`config.mk`:
```
export PLATFORM = sky130hd
export DESIGN_NAME = dam_lane
export DESIGN_NICKNAME = d
export VERILOG_FILES = /design/src/rtl/core/dam_pkg.sv /design/src/rtl/core/dam_lane.sv
export SDC_FILE = /design/constraint.sdc
export NUM_CORES = 2
export LEC_CHECK = 0
export BUFFER_PORTS_ARGS = -buffer_cell sky130_fd_sc_hd__buf_4
export CAP_MARGIN = 20
export CORE_MARGIN = 2
export CORE_UTILIZATION = 63
export DETAILED_ROUTE_END_ITERATION = 10
export GPL_TIMING_DRIVEN = 0
export HOLD_SLACK_MARGIN = 0.12
export PLACE_DENSITY = 0.88
export SLEW_MARGIN = 10
export SYNTH_ARGS = -nofsm -noshare
export SYNTH_HDL_FRONTEND = slang
export SYNTH_SLANG_ARGS = --single-unit
```
`constraint.sdc`:
```
create_clock -name clk -period 12 [get_ports clk]
set_input_delay 1.2 -clock clk [delete_from_list [all_inputs] [get_ports clk]]
set_output_delay 1.2 -clock clk [all_outputs]
set_load 0.03 [all_outputs]
```
`src/rtl/core/dam_pkg.sv`:
```
// Shared types, codes and digit helpers for the decimal add/multiply unit.
`timescale 1ns / 1ps
package dam_pkg;
  localparam int DIGITS = 16;
  localparam int DATA_W = 64;
  localparam int NGRP = (DIGITS + 3) / 4;
  localparam int LVLS = (DIGITS > 1) ? $clog2(DIGITS) : 1;

  typedef logic [1:0] action_t;
  localparam action_t ACT_ADD = 2'd0;
  localparam action_t ACT_MUL = 2'd1;
  localparam action_t ACT_CMP = 2'd2;

  typedef struct packed {
    action_t action;
    logic [DATA_W-1:0] a_digits;
    logic [DATA_W-1:0] b_digits;
  } req_t;

  typedef struct packed {
    logic [DATA_W-1:0] result_digits;
    logic is_equal;
  } rsp_t;

  typedef struct packed {
    logic load_a;
    logic load_b;
  } ld_t;

  typedef logic [4:0] rdig_t;
  typedef rdig_t [DIGITS-1:0] row_t;
  typedef logic [8:0] col_t;
  typedef col_t [DIGITS-1:0] cols_t;

  // x / 10 by reciprocal, exact for x < 1029
  function automatic logic [5:0] div10(input logic [8:0] x);
    logic [17:0] p;
    p = 18'(x) * 18'd205;
    return p[16:11];
  endfunction

  function automatic logic [3:0] mod10(input logic [8:0] x, input logic [5:0] q);
    logic [9:0] t;
    t = 10'(x) - 10'(q) * 10'd10;
    return t[3:0];
  endfunction
endpackage

```
`src/rtl/core/dam_lane.sv`:
```
// One multiplier lane: multiplicand times one digit, carries split out, registered.
`timescale 1ns / 1ps
module dam_lane (
  input  logic clk,
  input  logic en,
  input  logic [dam_pkg::DATA_W-1:0] a_digits,
  input  logic [3:0] d,
  output dam_pkg::row_t row
);
  import dam_pkg::*;

  logic [8:0] prod [DIGITS];
  logic [5:0] hi [DIGITS];
  logic [3:0] lo [DIGITS];
  row_t row_next;

  always_comb begin
    for (int k = 0; k < DIGITS; k++) begin
      prod[k] = 9'(a_digits[4*k +: 4]) * 9'(d);
      hi[k] = div10(prod[k]);
      lo[k] = mod10(prod[k], hi[k]);
    end
    for (int k = 0; k < DIGITS; k++) begin
      if (k > 0) begin
        row_next[k] = 5'(lo[k]) + hi[k-1][4:0];
      end else begin
        row_next[k] = 5'(lo[k]);
      end
    end
  end

  always_ff @(posedge clk) begin
    if (en) begin
      row <= row_next;
    end
  end
endmodule

```
**Word level (Yosys, flattened, before mapping)**

Index checks and enable logic that the tools add are counted.
Widths: inputs -> output; s select.

- Register bits after elaboration: 79
- Output and inout port bits: 80

- Add/sub/neg operators: 31
- Multiply operators: 48

Operators by type and width:

| kind | count |
|---|---|
| $mul 8x8->16 const B | 16 |
| $mul 4x4->8 | 16 |
| $mul 5x3->3 const B | 16 |
| $add 4x5->5 | 15 |
| $sub 4x4->4 | 16 |

**Logic depth before layout (Yosys ltp)**

- Depth in word-level cells: 5
- Depth in mapped cells: 38

**Worst setup path after synthesis**

No wires, ideal clock.

- Path kind: input to register
- Start point: in d[3]
- End point: reg row[49] in the netlist's numbering (data pin)
- Setup time: 0.266 ns
- Arrival time: 9.228 ns
- Setup slack: 2.506 ns
- Stages: 38
- Cell sequence: clkbuf_1 -> clkbuf_1 -> nand2_1 -> fa_1 -> inv_1 -> fa_1 -> inv_1 -> fa_1 -> inv_1 -> a21oi_1 -> o21bai_1 -> xor2_1 -> ha_1 -> inv_1 -> fa_1 -> inv_1 -> fa_1 -> inv_1 -> [2 not listed] -> ha_1 -> a21o_1 -> a21o_1 -> a21oi_1 -> o21ai_2 -> a21oi_1 -> xnor2_1 -> inv_1 -> fa_1 -> xor2_1 -> xnor2_1 -> xnor2_1 -> ha_1 -> a21oi_1 -> xnor2_1 -> or4_1 -> o311ai_0 -> nor3_1

RTL lines:

| element | line | text |
|---|---|---|
| from (decl) | dam_lane.sv:7 | `input logic [3:0] d,` |
| to (signal assigned) | dam_lane.sv:34 | `row <= row_next;` |
| to (decl) | dam_lane.sv:8 | `output dam_pkg::row_t row` |

==> out/metrics.cfg <==
[status]
status = finished, final reports clean

[route]
via_per_inst = 5.508
drtIter0Drc = 947
vias = 20910
drc = 0
drtAntennaViolNets = 0
routedWlPerCell_um = 16.35
drtPass1Iterations = 5
finalWirelength_um = 62080

[die]
initial_utilization = 0.6400
fp.dieH_um = 219.0
rows = 78
core-area_mm2 = 0.04548
chipWidth_um = 219.0
io_pins = 150
die-area_mm2 = 0.04794

[final_layout]
regArea_mm2 = 0.002372
top_register = row
fin_cells = 3796
multiInputGateArea_mm2 = 0.02409
top_regs = row x79
drive_above_1_share = 0.06675
largest_reg_flops = 79
nFillCells = 3332
area_growth_pct = 7.415
nets = 4431

[clocking]
holdBufCountCts = 0
cts_tree = yes
cts.sinks = 79
clockBufferDepth = 2
numCtsBuffers = 9
cts_setup_buffers = 0
htreeDepth = 3
cts.clk_slew.worst_paths_ns = 0.07
clock-root-buffer = clkbuf_16
cts_resized = 0

[logic_synthesis]
async_flop_share = 0
synth_top_cell_area_share = 0.4002
ys_seq_elements = 79
synth_cell_types = 67
synth_area_mm2 = 0.02911
synth.net_count = 4274
avgSynthCellArea_um2 = 9.607
seq_area_frac_synth = 0.08150
synthFlopType = edfxtp_1
synth.largest_area_cell = ha_1
synth-edff-count = 79
ys_warn_count = 0
yosys-top-cells-area = ha_1 (40%), fa_1 (17%), inv_1 (8.7%), edfxtp_1 (8.1%), xnor2_1 (6.0%)
syn-instance-count = 3030

[place]
place.gp.congestion = 0.9271
dpl.hpwl_um = 53990
pre_cts_ws_ns = 1.021
placedCellCount = 3775
port_buffers = 145

[sta]
maxSlewViolCount = 0
rsz0062_at_grt = false
worst_slack_ns = 1.375
fin_crit_sh = 0.8854
tightest_slew_ns = 0.8120
fin_tns_setup_ns = 0
fmax_ghz = 0.09412
finalSetupViolCount = 0
slew_headroom = 0.4587
fin_crit_ns = 10.63
finalHoldViolCount = 0

[worst_setup_path]
crit_path_end_kind = register
critPathMostFrequentCell = inv_1
slowest_stage = clkbuf_1
cp.depth = 38
crit_start = d[3]
cp.required_ns = 12.14
crit_arrival_ns = 10.77
crit_type = in -> reg
critical-path-top-delay-family = adder cells
timing.critical_path.to = row[49]
crit_buf_inv = 10
crit_fanout = 10
critPathLaunchType = input pin
worst_path_largest_cell_delay_ns = 0.60

[min_path]
hp-class = in -> reg

[global_route]
overflow = 0
grt_pass1_vias = 22260
grt_max_degree = 80
grt_usage = 0.2720
grt_antenna_before_repair = 9
grt_first_pass_wirelength_um = 104100

[flow_run]
maxCapViolations = 0

## kinds of logic (layout without fill, tap and decap cells)
kind of cell,Yosys count,in the layout,share of synthesized area
adders and majority gates,1174,1174,0.5673
xor gates and xnor gates,320,320,0.09706
and+or+nand+nor,389,389,0.07492
muxes,3,3,0.001032
other,1,6,0.0001288
AOI/OAI and AO/OA,364,364,0.08730
DFF,79,79,0.08150
buffers and inverters,700,861,0.09074
## per-stage QoR
stage / cell area (um2) / hold slack (ns) / utilization
detailed placement: 30950 / 1.646 / 0.6805
floorplan: 29110 / 1.313 / -
global placement: 30950 / 1.647 / 0.6805
finish: 31270 / 1.280 / 0.6875
global route: 31260 / 1.304 / 0.6873
CTS: 31230 / 1.312 / 0.6866
## worst min path at each step
stage	from	end	slack, ns	cells past startpoint
CTS	a_digits[0]	row[0]	1.31	2
finish	en	row[14]	1.28	1
global route	en	row[14]	1.30	1
global placement	row[8]	row[8]	1.65	1
detailed placement	row[33]	row[33]	1.65	1
floorplan	en	row[0]	1.31	0
## cells in the final DEF (no fill, tap or decap), types with 10 or more instances in the layout
cell / Yosys / layout
and2_1: 204 / 204
xnor2_1: 199 / 199
o21bai_1: 38 / 38
a21o_1: 105 / 105
o21ai_0: 10 / 10
nor2_1: 37 / 37
a21oi_1: 127 / 127
edfxtp_1: 79 / 79
nor3_1: 13 / 13
fa_1: 243 / 243
nand2_1: 83 / 83
ha_1: 931 / 931
buf_4: 1 / 146
clkbuf_1: 25 / 26
xor2_1: 118 / 118
inv_1: 671 / 671
o211ai_1: 11 / 11
and4_1: 11 / 11
nand4_1: 16 / 16
## cell type report
class,instances,share of cell area
sequential,79,0.07587
buffer,29,0.003922
inverter,671,0.08056
clock buffer,10,0.007323
tap,600,0.02401
multi-input combinational,2251,0.7706
timing repair buffer,146,0.03570
clock inverter,5,0.001601
antenna,5,0.0004002
## cells in the mapped netlist (25+ instances only)
library cell,n
nor2_1,37
o21bai_1,38
nand2_1,83
inv_1,671
xor2_1,118
a21oi_1,127
edfxtp_1,79
and2_1,204
xnor2_1,199
ha_1,931
fa_1,243
a21o_1,105
clkbuf_1,25
## per-layer routing
layer / part of all wire / vias up / track usage
li1: - / 10340 / -
met1: 0.43 / 10010 / 0.3335
met2: 0.48 / 405 / 0.4664
met3: 0.051 / 146 / 0.04227
met4: 0.042 / 10 / 0.1315
met5: 0.0011 / - / 0
Power is left out: the tool's default activity adds up to more than one toggle a clock period on the data nets, which glitch-free logic cannot reach.
