**src/rtl/core/dam_pkg.sv**
```systemverilog
// Shared types, codes and digit helpers for the decimal add/multiply unit.
`timescale 1ns / 1ps
package dam_pkg;
  localparam int DIGITS = 16;
  localparam int DATA_W = 64;
  localparam int NGRP = (DIGITS + 3) / 4;
  localparam int LVLS = (DIGITS > 1) ? $clog2(DIGITS) : 1;

  typedef logic [1:0] action_t;
  localparam action_t ACT_ADD = 2'd0;
  localparam action_t ACT_MUL = 2'd1;
  localparam action_t ACT_CMP = 2'd2;

  typedef struct packed {
    action_t action;
    logic [DATA_W-1:0] a_digits;
    logic [DATA_W-1:0] b_digits;
  } req_t;

  typedef struct packed {
    logic [DATA_W-1:0] result_digits;
    logic is_equal;
  } rsp_t;

  typedef struct packed {
    logic load_a;
    logic load_b;
  } ld_t;

  typedef logic [4:0] rdig_t;
  typedef rdig_t [DIGITS-1:0] row_t;
  typedef logic [8:0] col_t;
  typedef col_t [DIGITS-1:0] cols_t;

  // x / 10 by reciprocal, exact for x < 1029
  function automatic logic [5:0] div10(input logic [8:0] x);
    logic [17:0] p;
    p = 18'(x) * 18'd205;
    return p[16:11];
  endfunction

  function automatic logic [3:0] mod10(input logic [8:0] x, input logic [5:0] q);
    logic [9:0] t;
    t = 10'(x) - 10'(q) * 10'd10;
    return t[3:0];
  endfunction
endpackage

```
**src/rtl/core/dam_norm.sv**
```systemverilog
// Decimal carry normalization: three carry rounds, then a lookahead for the last unit carry.
`timescale 1ns / 1ps
module dam_norm (
  input  logic clk,
  input  dam_pkg::ld_t ld,
  input  dam_pkg::cols_t cols,
  output logic [dam_pkg::DATA_W-1:0] digits
);
  import dam_pkg::*;

  logic [5:0] r1 [DIGITS];
  logic [5:0] r1_next [DIGITS];
  logic [3:0] r3 [DIGITS];
  logic [3:0] r3_next [DIGITS];
  logic [5:0] q1 [DIGITS];
  logic [3:0] m1 [DIGITS];
  logic [5:0] q2 [DIGITS];
  logic [3:0] m2 [DIGITS];
  logic [4:0] t2 [DIGITS];
  logic [5:0] q3 [DIGITS];
  logic [3:0] m3 [DIGITS];
  logic gen [LVLS+1][DIGITS];
  logic prp [LVLS+1][DIGITS];
  logic cin;
  logic [4:0] s;

  always_comb begin
    for (int k = 0; k < DIGITS; k++) begin
      q1[k] = div10(cols[k]);
      m1[k] = mod10(cols[k], q1[k]);
    end
    for (int k = 0; k < DIGITS; k++) begin
      r1_next[k] = (k > 0) ? 6'(m1[k]) + q1[k-1] : 6'(m1[k]);
    end
  end

  always_comb begin
    for (int k = 0; k < DIGITS; k++) begin
      q2[k] = div10(9'(r1[k]));
      m2[k] = mod10(9'(r1[k]), q2[k]);
    end
    for (int k = 0; k < DIGITS; k++) begin
      t2[k] = (k > 0) ? 5'(m2[k]) + q2[k-1][4:0] : 5'(m2[k]);
    end
    for (int k = 0; k < DIGITS; k++) begin
      q3[k] = div10(9'(t2[k]));
      m3[k] = mod10(9'(t2[k]), q3[k]);
    end
    for (int k = 0; k < DIGITS; k++) begin
      r3_next[k] = (k > 0) ? m3[k] + q3[k-1][3:0] : m3[k];
    end
  end

  always_ff @(posedge clk) begin
    if (ld.load_a) begin
      r1 <= r1_next;
    end
    if (ld.load_b) begin
      r3 <= r3_next;
    end
  end

  // digits are 0..10 here; a ten generates, a nine propagates
  always_comb begin
    for (int k = 0; k < DIGITS; k++) begin
      gen[0][k] = (r3[k] == 4'd10);
      prp[0][k] = (r3[k] == 4'd9);
    end
    for (int l = 0; l < LVLS; l++) begin
      for (int k = 0; k < DIGITS; k++) begin
        if (k >= (1 << l)) begin
          gen[l+1][k] = gen[l][k] | (prp[l][k] & gen[l][k - (1 << l)]);
          prp[l+1][k] = prp[l][k] & prp[l][k - (1 << l)];
        end else begin
          gen[l+1][k] = gen[l][k];
          prp[l+1][k] = prp[l][k];
        end
      end
    end
    digits = '0;
    for (int k = 0; k < DIGITS; k++) begin
      cin = (k > 0) ? gen[LVLS][k-1] : 1'b0;
      s = 5'(r3[k]) + 5'(cin);
      digits[4*k +: 4] = (s >= 5'd10) ? 4'(s - 5'd10) : s[3:0];
    end
  end
endmodule

```
**config.mk**
```make
export PLATFORM = sky130hd
export DESIGN_NAME = dam_norm
export DESIGN_NICKNAME = d
export VERILOG_FILES = /design/src/rtl/core/dam_pkg.sv /design/src/rtl/core/dam_norm.sv
export SDC_FILE = /design/constraint.sdc
export NUM_CORES = 2
export LEC_CHECK = 0
export BUFFER_PORTS_ARGS = -buffer_cell sky130_fd_sc_hd__buf_4
export CAP_MARGIN = 20
export CORE_ASPECT_RATIO = 1.25
export CORE_UTILIZATION = 26
export CTS_BUF_LIST = sky130_fd_sc_hd__clkbuf_8
export DETAILED_ROUTE_END_ITERATION = 6
export MAX_ROUTING_LAYER = met4
export SKIP_LAST_GASP = 1
export SYNTH_ARGS = -nofsm -noshare
export SYNTH_HDL_FRONTEND = slang
export SYNTH_SLANG_ARGS = --single-unit
```
**constraint.sdc**
```tcl
create_clock -name clk -period 8.2 [get_ports clk]
set_clock_uncertainty 0.05 [all_clocks]
set_input_delay 0.41 -clock clk [delete_from_list [all_inputs] [get_ports clk]]
set_output_delay 0.41 -clock clk [all_outputs]
set_load 0.01 [all_outputs]
```
After elaboration in Yosys (flattened, before gate mapping)
Cells that the tools add are included.

Divide/modulo/power cells: 0. Bitwise logic cells: 121. $add $sub $neg: 124. Shift-type cells: 0. Multiplexer cells: 16. Reductions and logical operators: 0. Equal/unequal tests: 29. Magnitude comparators: 16. Multiply operators: 96.

Operators by type and width (count): multiplier 9 x 8 -> 17 bit (second input constant) (16); multiplier 6 x 8 -> 14 bit (second input constant) (15); multiplier 5 x 8 -> 13 bit (second input constant) (15); subtractor 4 bit (48); == test 4 bit (second input constant) (29); multiplier 6 x 3 -> 3 bit (second input constant) (16); adder 4 x 6 -> 6 bit (15); adder 4 x 1 -> 5 bit (16); AND 1 bit (76); greater-or-equal comparator 5 x 4 -> 1 bit (second input constant) (15); adder 4 x 3 -> 5 bit (14); 2-to-1 mux 4 bit (16); subtractor 4 bit (second input constant) (16); adder 4 x 2 -> 4 bit (14); multiplier 2 x 3 -> 3 bit (second input constant) (15); multiplier 3 x 3 -> 3 bit (second input constant) (15); OR 1 bit (45); multiplier 4 x 8 -> 12 bit (second input constant) (2); multiplier 1 x 3 -> 3 bit (second input constant) (2); adder 4 x 1 -> 4 bit (1); greater-or-equal comparator 4 bit (second input constant) (1).

Latch bits: 0. Output and inout port bits: 64. Word-level logic and storage cells: 434. Bits in read-only memories: 0. Memories: 0. Flip-flop bits (word level): 158. Input bits: 147. RAM bits: 0.

Longest topological paths before layout
Depth in word-level cells: 11. Depth in mapped cells: 42. Gate-level depth less buffers: 41.

Least setup slack after synthesis
No wires, ideal clock.

Kind: reg2reg. From: register r1[76] (netlist name). To: register r3[47] (netlist name) (data pin). Path slack: -844 ps. Data required time: 7882 ps. Library setup time: 268 ps. Buffers on the path: 2. Data arrival time: 8726 ps. Cell stages (with the launch flop): 39. Cell sequence: edfxtp_1 > inv_1 > ha_1 > inv_1 > fa_1 > fa_1 > ha_1 > a21o_1 > a21oi_1 > o211ai_1 > and3_1 > clkbuf_1 > or2_2 > xor2_1 > ha_1 > ha_1 > clkbuf_1 > or4b_2 > [3 not listed] > ha_1 > xor2_1 > ha_1 > a21o_1 > ha_1 > a21o_1 > a21o_1 > a221oi_1 > a21oi_1 > or3b_2 > xnor2_1 > fa_1 > inv_1 > ha_1 > a21oi_1 > xor2_1 > xnor2_1 > xnor2_1.

RTL lines: start: declaration (RTL line dam_norm.sv:11) `logic [5:0] r1 [DIGITS];`; start signal: assignment (RTL line dam_norm.sv:56) `r1 <= r1_next;`; end signal: assignment (RTL line dam_norm.sv:59) `r3 <= r3_next;`; end: declaration (RTL line dam_norm.sv:13) `logic [3:0] r3 [DIGITS];`.

==> impl_results.md <==
- WHS Path Cells: 2
- Reg clk slew, reported paths: 110 ps
- Avg WL per Cell: 13.2 µm
- WP buf/inv: 3
- CTS tree: built
- DRT Pass-1 Iters: 5
- Worst Setup End Kind: register
- Synth async-reset ratio: 0%
- Crit Path Max Fanout: 3
- Initial antenna violation count: 14
- Iter 0 DRT Violations: 1217
- Synth Net Count: 7804
- Synth cell types: 92
- Core footprint: 201000 µm²
- Vias: 40400
- Tmin final: 8340 ps
- Reg2Reg Depth: 35
- Status: complete, but fails checks
- Top Ports: 211
- Commonest non-fill, non-tap cell in the layout: ha_1
- Max Clock Freq: 0.120 GHz
- Vias in the first global route: 42000
- Initial Utilization: 26.2%
- Clock sinks: 158
- Filler cells: 20600
- Top cells by area, synth: ha_1 39%, fa_1 15%, edfxtp_1 9.0%, inv_1 8.7%, xnor2_1 5.5%
- Synth top area share: 38.7%
- H-tree depth: 4
- Met2 Routed Length: 58.5 mm
- Crit path max-delay family: adder cells
- Hold/Removal Path Class: in2reg
- Register bit total from synthesis: 158
- Reg2reg start: r1[19]$_DFFE_PP_
- Worst flop-to-flop path endpoint: r3[11]$_DFFE_PP_
- Placer Congestion: 0.869
- Clk buf depth: 2
- Worst Hold End: r1[48]$_DFFE_PP_
- Root Buffer: clkbuf_8
- Nets: 8496
- Cell Area, Placed: 60800 µm²
- Mean post-synth cell area: 9.39 µm²
- WP data arrival: 8670 ps
- M1 WL: 53.4 mm
- Critical path's slowest cell: fa_2
- Max cap viols: 0
- Seq/Total Area, Yosys: 8.98%
- Top Metal Used: met4
- Max incr delay on CP: 560 ps
- Vias per inst: 4.47
- Synthesis-to-layout area growth: 22.9%
- Simple-gate share of the synthesized area: 8.64%
- DRC violations left: 0
- Largest family of logic cells by synthesized area: adder cells
- Post-synthesis compound-gate area fraction: 10.3%
- Setup slack, reg-to-reg: -140 ps
- Startpoint Class: register
- Latest clock arrival within the worst-skew pair: 630 ps
- RSZ-0062 raised after global routing: yes
- Die H: 506 µm
- Grt ovf: 0
- Rows: 184
- Setup TNS: -389 ps
- Full die area: 205000 µm²
- Area leader, netlist: ha_1
- Detail Route Antenna Nets: 0
- Synth Area in XOR/XNOR: 9.05%
- HPWL Detailed: 102 mm
- Worst relative slew slack: 39.7%
- Layout cells sized above 1: 19.3%
- Fin worst setup slack: -137 ps
- Worst Path Required: 8540 ps
- Syn Std Cell Area: 52900 µm²
- Post-synth EDFFs: 158
- Mux contribution to synthesized area: 0.594%
- Synth Area in Adders: 53.7%
- Fin. max-slew vios: 0
- WL final: 119 mm
- Gate Count Post-Synth: 5629
- Synth Warn #: 0
- Final hold violation count: 0
- Worst hold start: cols[63]
- Largest net degree at the start of global routing: 56
- Cts bufs inserted: 17
- Finished layout cell area: 65000 µm²
- Crit Path Category: reg2reg
- Top_reg_cell synth: edfxtp_1
- Final cycle utilization of the critical path: 102%
- Met3 WL post-DR: 5.44 mm
- Global-route wire length before repair: 195 mm
- Worst slew pin tran: 905 ps
- Finish-stage setup viols: 5
- Die W: 405 µm
- Pre-CTS WS: -393 ps
- I/O Buffers: 210
- Failing checks: negative setup slack
- Commonest non-fill, non-tap cells in the layout: 1490 x ha_1, 1190 x inv_1, 654 x buf_4, 361 x fa_1, 295 x xnor2_1
- GRT Overall Usage: 11.8%
-- metrics by stage --
step	utilization, %	hold WS [ps]	cells
2_1_floorplan	-	459	5629
3_3_place_gp	30.2	599	8865
3_5_place_dp	30.2	601	8865
4_1_cts	30.9	2.31	8957
5_1_grt	32.3	50.9	9038
6_report	32.3	99.8	9039
-- logic make-up after synthesis --
family                   count (synthesis)
adder cells (fa/ha/maj)               2037
buffers and inverters                 1229
AND/OR/NAND/NOR                        851
AO/OA/AOI/OAI                          811
XOR/XNOR                               513
flip-flops                             158
multiplexers                            29
other                                    1
-- what timing repair did --
action | in CTS | in global routing
setup endpoints to repair | 20 | 41
pin swaps | 95 | 297
resized for setup | 101 | 351
setup buffers | 54 | 77
hold buffers | 7 | 0
endpoints found under the hold margin | 15 | 0
-- cells in the mapped netlist, types with 96 or more instances --
master and n:
nand3_1 96, edfxtp_1 158, nor2_1 181, inv_1 1221, o21ai_0 155, nand2_1 144
a21oi_1 210, a21o_1 149, xnor2_1 334, ha_1 1637, fa_1 391, xor2_1 157
-- per-layer routing --
layer | vias up | track usage (%)
li1 | 20600 | -
met1 | 19200 | 14.0
met2 | 463 | 20.5
met3 | 105 | 2.22
met4 | 0 | 2.65
met5 | - | -
-- state kept, by name (all words and copies together), names as in the netlist --
name  flops
r1       94
r3       64
-- layout make-up --
class / count / area (µm²) / share of cell area, %
Antenna cell: 9 / 22.5 / 0.0347
Clock buffer: 17 / 234 / 0.360
Clock inverter: 14 / 166 / 0.256
Inverter: 1221 / 4590 / 7.06
Multi-Input combinational cell: 4242 / 46600 / 71.8
Sequential cell: 158 / 4740 / 7.30
Tap cell: 2697 / 3370 / 5.19
Timing Repair Buffer: 681 / 5200 / 8.01
-- worst max path at each step --
stage          cells past startpoint  slack (ps)             start               end
5_1_grt                           34        -470  r1[19]$_DFFE_PP_  r3[11]$_DFFE_PP_
6_report                          35        -140  r1[19]$_DFFE_PP_  r3[11]$_DFFE_PP_
2_1_floorplan                     36        -130  r1[72]$_DFFE_PP_  r3[47]$_DFFE_PP_
3_3_place_gp                      37        -150  r1[10]$_DFFE_PP_   r3[3]$_DFFE_PP_
4_1_cts                           32        -170  r1[19]$_DFFE_PP_  r3[11]$_DFFE_PP_
3_5_place_dp                      33        -390  r1[19]$_DFFE_PP_  r3[11]$_DFFE_PP_
Power is not shown: default switching activity piles up to over one toggle a cycle in this logic, so the estimate is an artifact.
