### src/rtl/core/dam_pkg.sv
// Shared types, codes and digit helpers for the decimal add/multiply unit.
`timescale 1ns / 1ps
package dam_pkg;
  localparam int DIGITS = 16;
  localparam int DATA_W = 64;
  localparam int NGRP = (DIGITS + 3) / 4;
  localparam int LVLS = (DIGITS > 1) ? $clog2(DIGITS) : 1;

  typedef logic [1:0] action_t;
  localparam action_t ACT_ADD = 2'd0;
  localparam action_t ACT_MUL = 2'd1;
  localparam action_t ACT_CMP = 2'd2;

  typedef struct packed {
    action_t action;
    logic [DATA_W-1:0] a_digits;
    logic [DATA_W-1:0] b_digits;
  } req_t;

  typedef struct packed {
    logic [DATA_W-1:0] result_digits;
    logic is_equal;
  } rsp_t;

  typedef struct packed {
    logic load_a;
    logic load_b;
  } ld_t;

  typedef logic [4:0] rdig_t;
  typedef rdig_t [DIGITS-1:0] row_t;
  typedef logic [8:0] col_t;
  typedef col_t [DIGITS-1:0] cols_t;

  // x / 10 by reciprocal, exact for x < 1029
  function automatic logic [5:0] div10(input logic [8:0] x);
    logic [17:0] p;
    p = 18'(x) * 18'd205;
    return p[16:11];
  endfunction

  function automatic logic [3:0] mod10(input logic [8:0] x, input logic [5:0] q);
    logic [9:0] t;
    t = 10'(x) - 10'(q) * 10'd10;
    return t[3:0];
  endfunction
endpackage

### src/rtl/core/dam_merge.sv
// Merge stage: shifted lane rows summed per column in a two-level registered tree.
`timescale 1ns / 1ps
module dam_merge (
  input  logic clk,
  input  dam_pkg::ld_t ld,
  input  dam_pkg::row_t rows [dam_pkg::DIGITS],
  input  dam_pkg::action_t act,
  input  dam_pkg::row_t addc,
  output dam_pkg::cols_t cols
);
  import dam_pkg::*;

  logic [6:0] grp [NGRP][DIGITS];
  logic [6:0] grp_next [NGRP][DIGITS];
  action_t act2;
  row_t addc2;
  cols_t cols_next;

  always_comb begin
    for (int g = 0; g < NGRP; g++) begin
      for (int k = 0; k < DIGITS; k++) begin
        grp_next[g][k] = 7'd0;
        for (int m = 0; m < 4; m++) begin
          if (4*g + m < DIGITS && k >= 4*g + m) begin
            grp_next[g][k] = grp_next[g][k] + 7'(rows[4*g+m][k-4*g-m]);
          end
        end
      end
    end
  end

  always_comb begin
    for (int k = 0; k < DIGITS; k++) begin
      cols_next[k] = 9'd0;
      if (act2 == ACT_ADD) begin
        cols_next[k] = 9'(addc2[k]);
      end else if (act2 == ACT_MUL) begin
        for (int g = 0; g < NGRP; g++) begin
          cols_next[k] = cols_next[k] + 9'(grp[g][k]);
        end
      end
    end
  end

  always_ff @(posedge clk) begin
    if (ld.load_a) begin
      grp <= grp_next;
      act2 <= act;
      addc2 <= addc;
    end
    if (ld.load_b) begin
      cols <= cols_next;
    end
  end
endmodule

### config.mk
export PLATFORM = sky130hd
export DESIGN_NAME = dam_merge
export DESIGN_NICKNAME = d
export VERILOG_FILES = /design/src/rtl/core/dam_pkg.sv /design/src/rtl/core/dam_merge.sv
export SDC_FILE = /design/constraint.sdc
export NUM_CORES = 1
export LEC_CHECK = 0
export BUFFER_PORTS_ARGS = -buffer_cell sky130_fd_sc_hd__buf_4
export CAP_MARGIN = 10
export CORE_AREA = 4 4 587 589
export DETAILED_ROUTE_END_ITERATION = 8
export DIE_AREA = 0 0 591 593
export SLEW_MARGIN = 15
export SYNTH_ARGS = -nofsm -noshare
export SYNTH_HDL_FRONTEND = slang
export SYNTH_SLANG_ARGS = --single-unit
### constraint.sdc
create_clock -name clk -period 9.39 [get_ports clk]
set_input_delay 2.817 -clock clk [delete_from_list [all_inputs] [get_ports clk]]
set_output_delay 2.817 -clock clk [all_outputs]
set_load 0.05 [all_outputs]
=== Yosys cells after proc, flatten, opt, wreduce, memory -nomap -nowiden ===
Cells that the tools add are included.

* Bits in registers: 482
* Input bits: 1365
* Output and inout bits: 144
* Logic and storage cells: 244

* Add/subtract/negate cells: 120
* Eq/ne operators: 1
* Mux-type cells: 32
* Bitwise gates (word level): 1
* Reductions and logical operators: 2

{| class="wikitable"
|+ Operators by type and width
! cell !! count
|-
| 6-bit by 5-bit adder with 7-bit output || 32
|-
| 5-bit by 5-bit adder with 6-bit output || 36
|-
| 7-bit by 5-bit adder with 7-bit output || 28
|-
| 5-bit two-way mux || 32
|-
| 7-bit by 7-bit adder with 8-bit output || 11
|-
| 8-bit by 7-bit adder with 9-bit output || 7
|-
| 9-bit by 7-bit adder with 9-bit output || 3
|-
| 8-bit by 5-bit adder with 9-bit output || 1
|-
| 9-bit by 5-bit adder with 9-bit output || 1
|-
| 7-bit by 5-bit adder with 8-bit output || 1
|-
| 2-bit by 1-bit equality test with 1-bit output, second input constant || 1
|-
| 2-bit zero test || 1
|-
| 2-bit OR reduction || 1
|-
| 1-bit NOT || 1
|}

=== Depth between registers and ports, before layout ===
Gate-level depths: netlist of run 1.

* Word-level depth: 5
* Mapped depth: 11
* Mapped depth without buffers: 11

=== Worst setup path after synthesis of run 1 ===
Ideal clock, no wire load.

* Kind: input -> register
* Start point: input port rows[321] in the netlist's numbering
* End point: register grp[145] in the netlist's numbering (data pin)
* Setup time: 0.258 ns
* Data arrival time: 4.900 ns
* Required time: 9.132 ns
* Setup slack: 4.233 ns
* Cell stages on the path: 9
* Path buffers: 0
* Cells stage by stage: inv_1 > fa_1 > fa_1 > inv_1 > ha_1 > fa_1 > a21o_1 > a21oi_1 > xnor2_1

{| class="wikitable"
|+ RTL lines
! element !! line !! text
|-
| from (decl) || dam_merge.sv:6 || <nowiki>input dam_pkg::row_t rows [dam_pkg::DIGITS],</nowiki>
|-
| to (signal assigned) || dam_merge.sv:47 || <nowiki>grp <= grp_next;</nowiki>
|-
| to (decl) || dam_merge.sv:13 || <nowiki>logic [6:0] grp [NGRP][DIGITS];</nowiki>
|}

==> out/metrics.yaml, run 1 <==
final_common_cell: "buf_4"
grt_pass1_wl_um: 211900
grt_max_degree: 109
avgSynthCellArea_um2: 11.94
routed_wl_um: 164600
p_leak_uw: 0.02246
yosys.area.top_type: "edfxtp_1"
cts_resized: 0
ir_drop_uv: 146.6
hpwl_um: 143900
max_stage_delay_ns: 0.91
start_util_pct: 10.31
setup.worst_path.start_class: "input pin"
ys_async_sr_fraction_pct: 0
netlist_instances: 2929
nets: 5933
whs_ns: 0.5199
critPathKind: "input pin to register"
rr_worst_depth: 9
dr_total_vias: 24454
final-setup-viol-count: 0
status: "completed"
io_buffers: 893
relSlewSlack_pct: 23.05
antenna_found_initial: 169
max_freq_mhz: 172.0
drive_gt1_share_pct: 25.94
rsz0062_at_grt: "false"
skew_ns: 0.05906
final_hold_viol_count: 0
cp-startpoint: "rows[675]"
regToRegSetupSlack_ns: 5.46
ys.warnings.count: 0
cts.clk_slew.worst_paths_ns: 0.06
crit_slowest_cell: "fa_1"
clk_latency_ns: 0.81
cts_sinks: 479
grt_use_total_pct: 9.145
critPathMaxFanout: 2
area_growth_pct: 42.21
maxSlewViolCount: 0
cts_tree: "yes"
std_cell_rows: 214
endpoint: "grp[234]"
ys_seq_elements: 479
core_um2: 339200
tns_ns: 0
wl_per_cell_um: 19.36
min_period_over_period_pct: 61.93
htreeDepth: 3
regToRegEndpoint: "cols[142]"
clockBufferDepth: 4
die_w_um: 591
synth-edff-count: 479
arrival_ns: 6.27
place_congestion: 0.8010
r2r_start: "grp[113]"
cts_root_buffer: "clkbuf_16"
nFillCells: 38075
synth-main-ff-cell: "edfxtp_1"
cap_violations: 0
worstPathCellList: "buf_4 -> fa_1 -> fa_1 -> ha_1 -> inv_1 -> fa_1 -> xnor2_1"
end_kind: "register"
syn_area_um2: 34970
grt-ovfl-total: 0
cts-buffers-inserted: 72
cp_common_cell: "fa_1"
synth_top_cell_area_share_pct: 41.13
antenna_left: 0
cp.required_ns: 9.84
final_cell_mix: "905 x buf_4, 857 x inv_1, 479 x edfxtp_1, 394 x fa_1, 291 x ha_1"
post_cts_buffers: 0
worst_pin_slew_ns: 1.144
synth_area_leaders: "edfxtp_1 41%, fa_1 23%, ha_1 10%"
ios: 1509
grt_pass1_vias: 24987
die_h_um: 593
drtIter0Drc: 1346
period_needed_ns: 5.815
yosysUniqueCellTypes: 50
drc: 0
yosysSeqAreaShare_pct: 41.13
first_pass_iters: 5
p_per_area_nw_per_um2: 251.2
die-area_um2: 350500
hold_path_class: "register to register"
ctsHoldBuffers: 0
routed_via_density: 2.877
## metrics by stage
stage                     utilization [%]  instance area, um2  cells  power (uW)  worst slack, ns
after floorplan                         -               35020   2943        7400            4.233
after global placement              13.96               47360   8345        9895            2.589
after detailed placement            13.96               47360   8345        9969            2.648
after CTS                           14.64               49660   8472       12890            3.571
after global routing                14.65               49700   8487       13630            3.406
final                               14.66               49730   8500       12490            3.575
## worst min-delay path by stage
stage / start / cells after the start / slack [ns] / endpoint
2_1_floorplan: addc2[59] / 2 / 0.49 / cols[103]
3_3_place_gp: grp[433] / 1 / 0.50 / cols[24]
3_5_place_dp: grp[433] / 1 / 0.51 / cols[24]
4_1_cts: grp[433] / 1 / 0.52 / cols[24]
5_1_grt: grp[426] / 1 / 0.55 / cols[33]
6_report: grp[433] / 1 / 0.52 / cols[24]
## layer usage
layer / GRT usage (%) / vias to the layer above / wire length [um]
met1: 9.993 / 11458 / 60630
li1: - / 11405 / -
met5: 0 / - / 658
met3: 5.354 / 400 / 23110
met2: 13.99 / 1091 / 71330
met4: 4.697 / 100 / 8848
## cells by family after synthesis
family | synth area share, %
buffers and inverters | 9.886
adder cells (fa/ha/maj) | 32.97
flip-flops | 41.13
AO/OA/AOI/OAI | 7.081
AND/OR/NAND/NOR | 4.147
XOR/XNOR | 3.031
multiplexers | 1.746
other | 0.01072
## registers in the layout (all words and copies together) (netlist names)
name,cells
grp,268
cols,129
addc2,80
act2,2
## area by class of cell
type	instances	area, um2	share of cell area (%)
inverters	857	3217	6.468
multi-input cells	1563	17200	34.59
repair buffers	910	6883	13.84
clock buffers	81	1857	3.734
clock inverters	46	441.7	0.8881
flip-flops and latches	479	14380	28.92
diodes	28	70.07	0.1409
well taps	4536	5675	11.41
## report_power, final
| group | total (uW) | internal [uW] | switching, uW |
|---|---|---|---|
| combinational | 6430 | 2530 | 3900 |
| sequential | 3300 | 3080 | 211 |
| clock | 2760 | 1600 | 1160 |
| total | 12500 | 7220 | 5270 |
## synthesized netlist by cell type (all sizes together) (4+ instances only)
cell,n
a22o,5
nor2,96
nor3b,13
ha,291
o31a,4
nand2,66
fa,394
edfxtp,479
nand3b,7
o21ai,79
buf,31
xor2,25
a31oi,6
a21oi,127
nor3,17
and2,10
nor2b,12
mux2i,61
xnor2,96
o21bai,4
a211oi,34
o311ai,4
or3,7
nand4b,4
inv,857
nor4b,17
o21a,14
a21o,85
nand3,12
o211ai,5
and3,4
o2111ai,4
o31ai,11
nor4,7
clkbuf,13
## worst max-delay path: cells and delay by family
family                   cells  cell delay, ns
buffers and inverters        2            0.20
adder cells (fa/ha/maj)      4            2.52
XOR/XNOR                     1            0.67
No activity file was read; power rests on OpenSTA's default activity.
==> run 2: changes to the inputs <==
ABC_AREA = 1   (was unset)
clock period = 6 ns   (was 9.39 ns; I/O delays follow)
==> run 2 against run 1 <==
  * Flip-flop and latch count is the same
  * Via count grew 1.1%
  * Cell count is 2.6% higher
  * Sequential power up 57%
  * Critical endpoint is now grp[285]
  * Largest power group unchanged
==> out/metrics.yaml, run 2 <==
status: "completed"
grt_pass1_wl_um: 201800
final_cell_mix: "949 x inv_1, 904 x buf_4, 479 x edfxtp_1, 394 x fa_1, 340 x nand2_1"
place_congestion: 0.8293
ctsHoldBuffers: 0
rr_worst_depth: 9
cts_resized: 0
wl_met3_um: 18200
core_um2: 339200
period_needed_ns: 3.949
path_delay_family: "adder cells"
ys.warnings.count: 0
swShare_pct: 44.51
regToRegEndpoint: "cols[111]"
cp_common_cell: "fa_1"
area_growth_pct: 41.00
clkPwrFrac_pct: 18.8
final_hold_viol_count: 0
power.share.sequential_pct: 27.1
top_regs: "grp x268, cols x129, addc2 x80"
avgSynthCellArea_um2: 11.05
post_cts_buffers: 0
cts_sinks: 479
grt_max_degree: 81
switchingPower_uw: 8478
ios: 1509
post-place-ws_ns: 1.287
top_layer_used: "met5"
cap_violations: 0
clk_latency_ns: 0.76
final-setup-viol-count: 0
synth-edff-count: 479
critPathKind: "input pin to register"
start_util_pct: 10.31
wl_per_cell_um: 17.75
finalWorstSetupSlack_ns: 2.051
critPathMaxFanout: 3
tns_ns: 0
end_kind: "register"
hold_end: "cols[94]"
syn_area_um2: 34990
first_pass_iters: 7
ys_seq_elements: 479
rsz0062_at_grt: "false"
skew_ns: 0.07571
relSlewSlack_pct: 18.40
antenna_found_initial: 120
yosys.area.top_type: "edfxtp_1"
maxSlewViolCount: 0
dr_total_vias: 24718
hpwl_um: 137500
ys_async_sr_fraction_pct: 0
largest_reg_flops: 268
pwr-share-comb_pct: 54.0
antenna_left: 0
cp.required_ns: 6.51
drc: 0
synth_common_cells: "949 x inv_1, 479 x edfxtp_1, 394 x fa_1"
synth-main-ff-cell: "edfxtp_1"
die_h_um: 593
die-area_um2: 350500
io_buffers: 893
final_area_um2: 49330
wl_met2_um: 68290
netlist_instances: 3165
yosysUniqueCellTypes: 28
htreeDepth: 2
grt_pass1_vias: 25303
hold_path_class: "register to register"
arrival_ns: 4.46
cts_root_buffer: "clkbuf_16"
largest-register: "grp"
max_freq_mhz: 253.2
p_per_area_nw_per_um2: 386.1
drive_gt1_share_pct: 24.21
ir_drop_uv: 256.4
whs_path_depth: 2
grt-ovfl-total: 0
max_stage_delay_ns: 0.82
routed_via_density: 2.833
postPlaceCellArea_um2: 47380
die_w_um: 591
p_leak_uw: 0.02271
cp_num_buf_inv: 2
min_period_over_period_pct: 65.82
cts_tree: "yes"
yosysSeqAreaShare_pct: 41.11
wl_met1_um: 59680
p_int_uw: 10570
regToRegSetupSlack_ns: 2.39
std_cell_rows: 214
worst_pin_slew_ns: 1.211
final_common_cell: "inv_1"
r2r_start: "grp[246]"
nets: 6165
routed_wl_um: 154800
hold_start: "addc2[54]"
synth_area_leaders: "edfxtp_1 41%, fa_1 23%, ha_1 10%"
crit_slowest_cell: "fa_1"
worstPathCellList: "buf_4 -> fa_1 -> fa_1 -> ha_1 -> inv_1 -> fa_1 -> o21ai_0 -> a21oi_1 -> xnor2_1"
synth_top_cell_area_share_pct: 41.11
cts-buffers-inserted: 60
cts.clk_slew.worst_paths_ns: 0.06
nFillCells: 38224
clockBufferDepth: 3
synth_most_common_cell: "inv_1"
drtIter0Drc: 1139
grt_use_total_pct: 8.551
setup.worst_path.start_class: "input pin"
## run 2: changes by cell type after synthesis, sizes merged, moves of 39 or more
cell / previous run / this run
o21ai: 79 / 37
mux2i: 61 / 0
a21oi: 127 / 166
inv: 857 / 950
a21o: 85 / 4
xnor2: 96 / 28
nand2: 66 / 340
nand3: 12 / 118
a22o: 5 / 48
xor2: 25 / 80
## run 2: final cells by class
| class | count | area [um2] | area share [%] |
|---|---|---|---|
| well taps | 4536 | 5675 | 11.50 |
| diodes | 28 | 70.07 | 0.1420 |
| clock inverters | 41 | 361.6 | 0.7330 |
| repair buffers | 910 | 6895 | 13.98 |
| clock buffers | 66 | 1524 | 3.089 |
| flip-flops and latches | 479 | 14380 | 29.16 |
| multi-input cells | 1714 | 16860 | 34.17 |
| inverters | 950 | 3567 | 7.231 |
## run 2: worst register-to-register path, stage by stage (launching register included)
cell	delay, ns
edfxtp_1	0.43
inv_1	0.10
fa_1	0.43
fa_1	0.49
inv_1	0.05
ha_1	0.22
fa_1	0.45
nand2_1	0.10
inv_1	0.04
o21ai_0	0.93
## run 2: power by group through the flow
stage	Sequential (uW)	Combinational [uW]	Clock, uW
after floorplan	5760	5860	0
after global placement	5260	10400	0
after detailed placement	5270	10500	0
after CTS	5210	10500	3760
after global routing	5260	11700	3880
final	5170	10300	3580
## run 2: per-stage QoR
step	utilization, %	total power [uW]	hold WS, ns	cells
after floorplan	-	11620	0.4944	3179
after global routing	14.53	20870	0.5451	8706
final	14.54	19050	0.5212	8724
after global placement	13.97	15650	0.5052	8589
after CTS	14.52	19510	0.5218	8696
after detailed placement	13.97	15740	0.5071	8589
## run 2: cells by family (layout without fill, tap and decap cells)
kind of cell,count (synthesis),count (layout),share of synthesized area (%)
buffers and inverters,986,1967,10.88
adders and majority gates,685,685,32.95
and+or+nand+nor,606,606,7.224
DFF,479,479,41.11
AOI/OAI and AO/OA,300,300,5.125
xor gates and xnor gates,108,108,2.704
other,1,43,0.01072
## run 2: worst max path at each step
stage | from | end | slack (ns) | depth (start not counted)
floorplan | rows[961] | grp[425] | 1.85 | 10
global placement | rows[641] | grp[285] | 1.31 | 9
detailed placement | rows[675] | grp[236] | 1.29 | 9
CTS | rows[675] | grp[236] | 2.11 | 9
global route | rows[965] | grp[418] | 1.97 | 10
finish | rows[641] | grp[285] | 2.05 | 9
## run 2: layer usage
metal  global-route usage (%)  up-vias
li1                         -    11810
met1                    9.637    11550
met2                    13.38      952
met3                    4.393      320
met4                    3.983       86
met5                        0        -
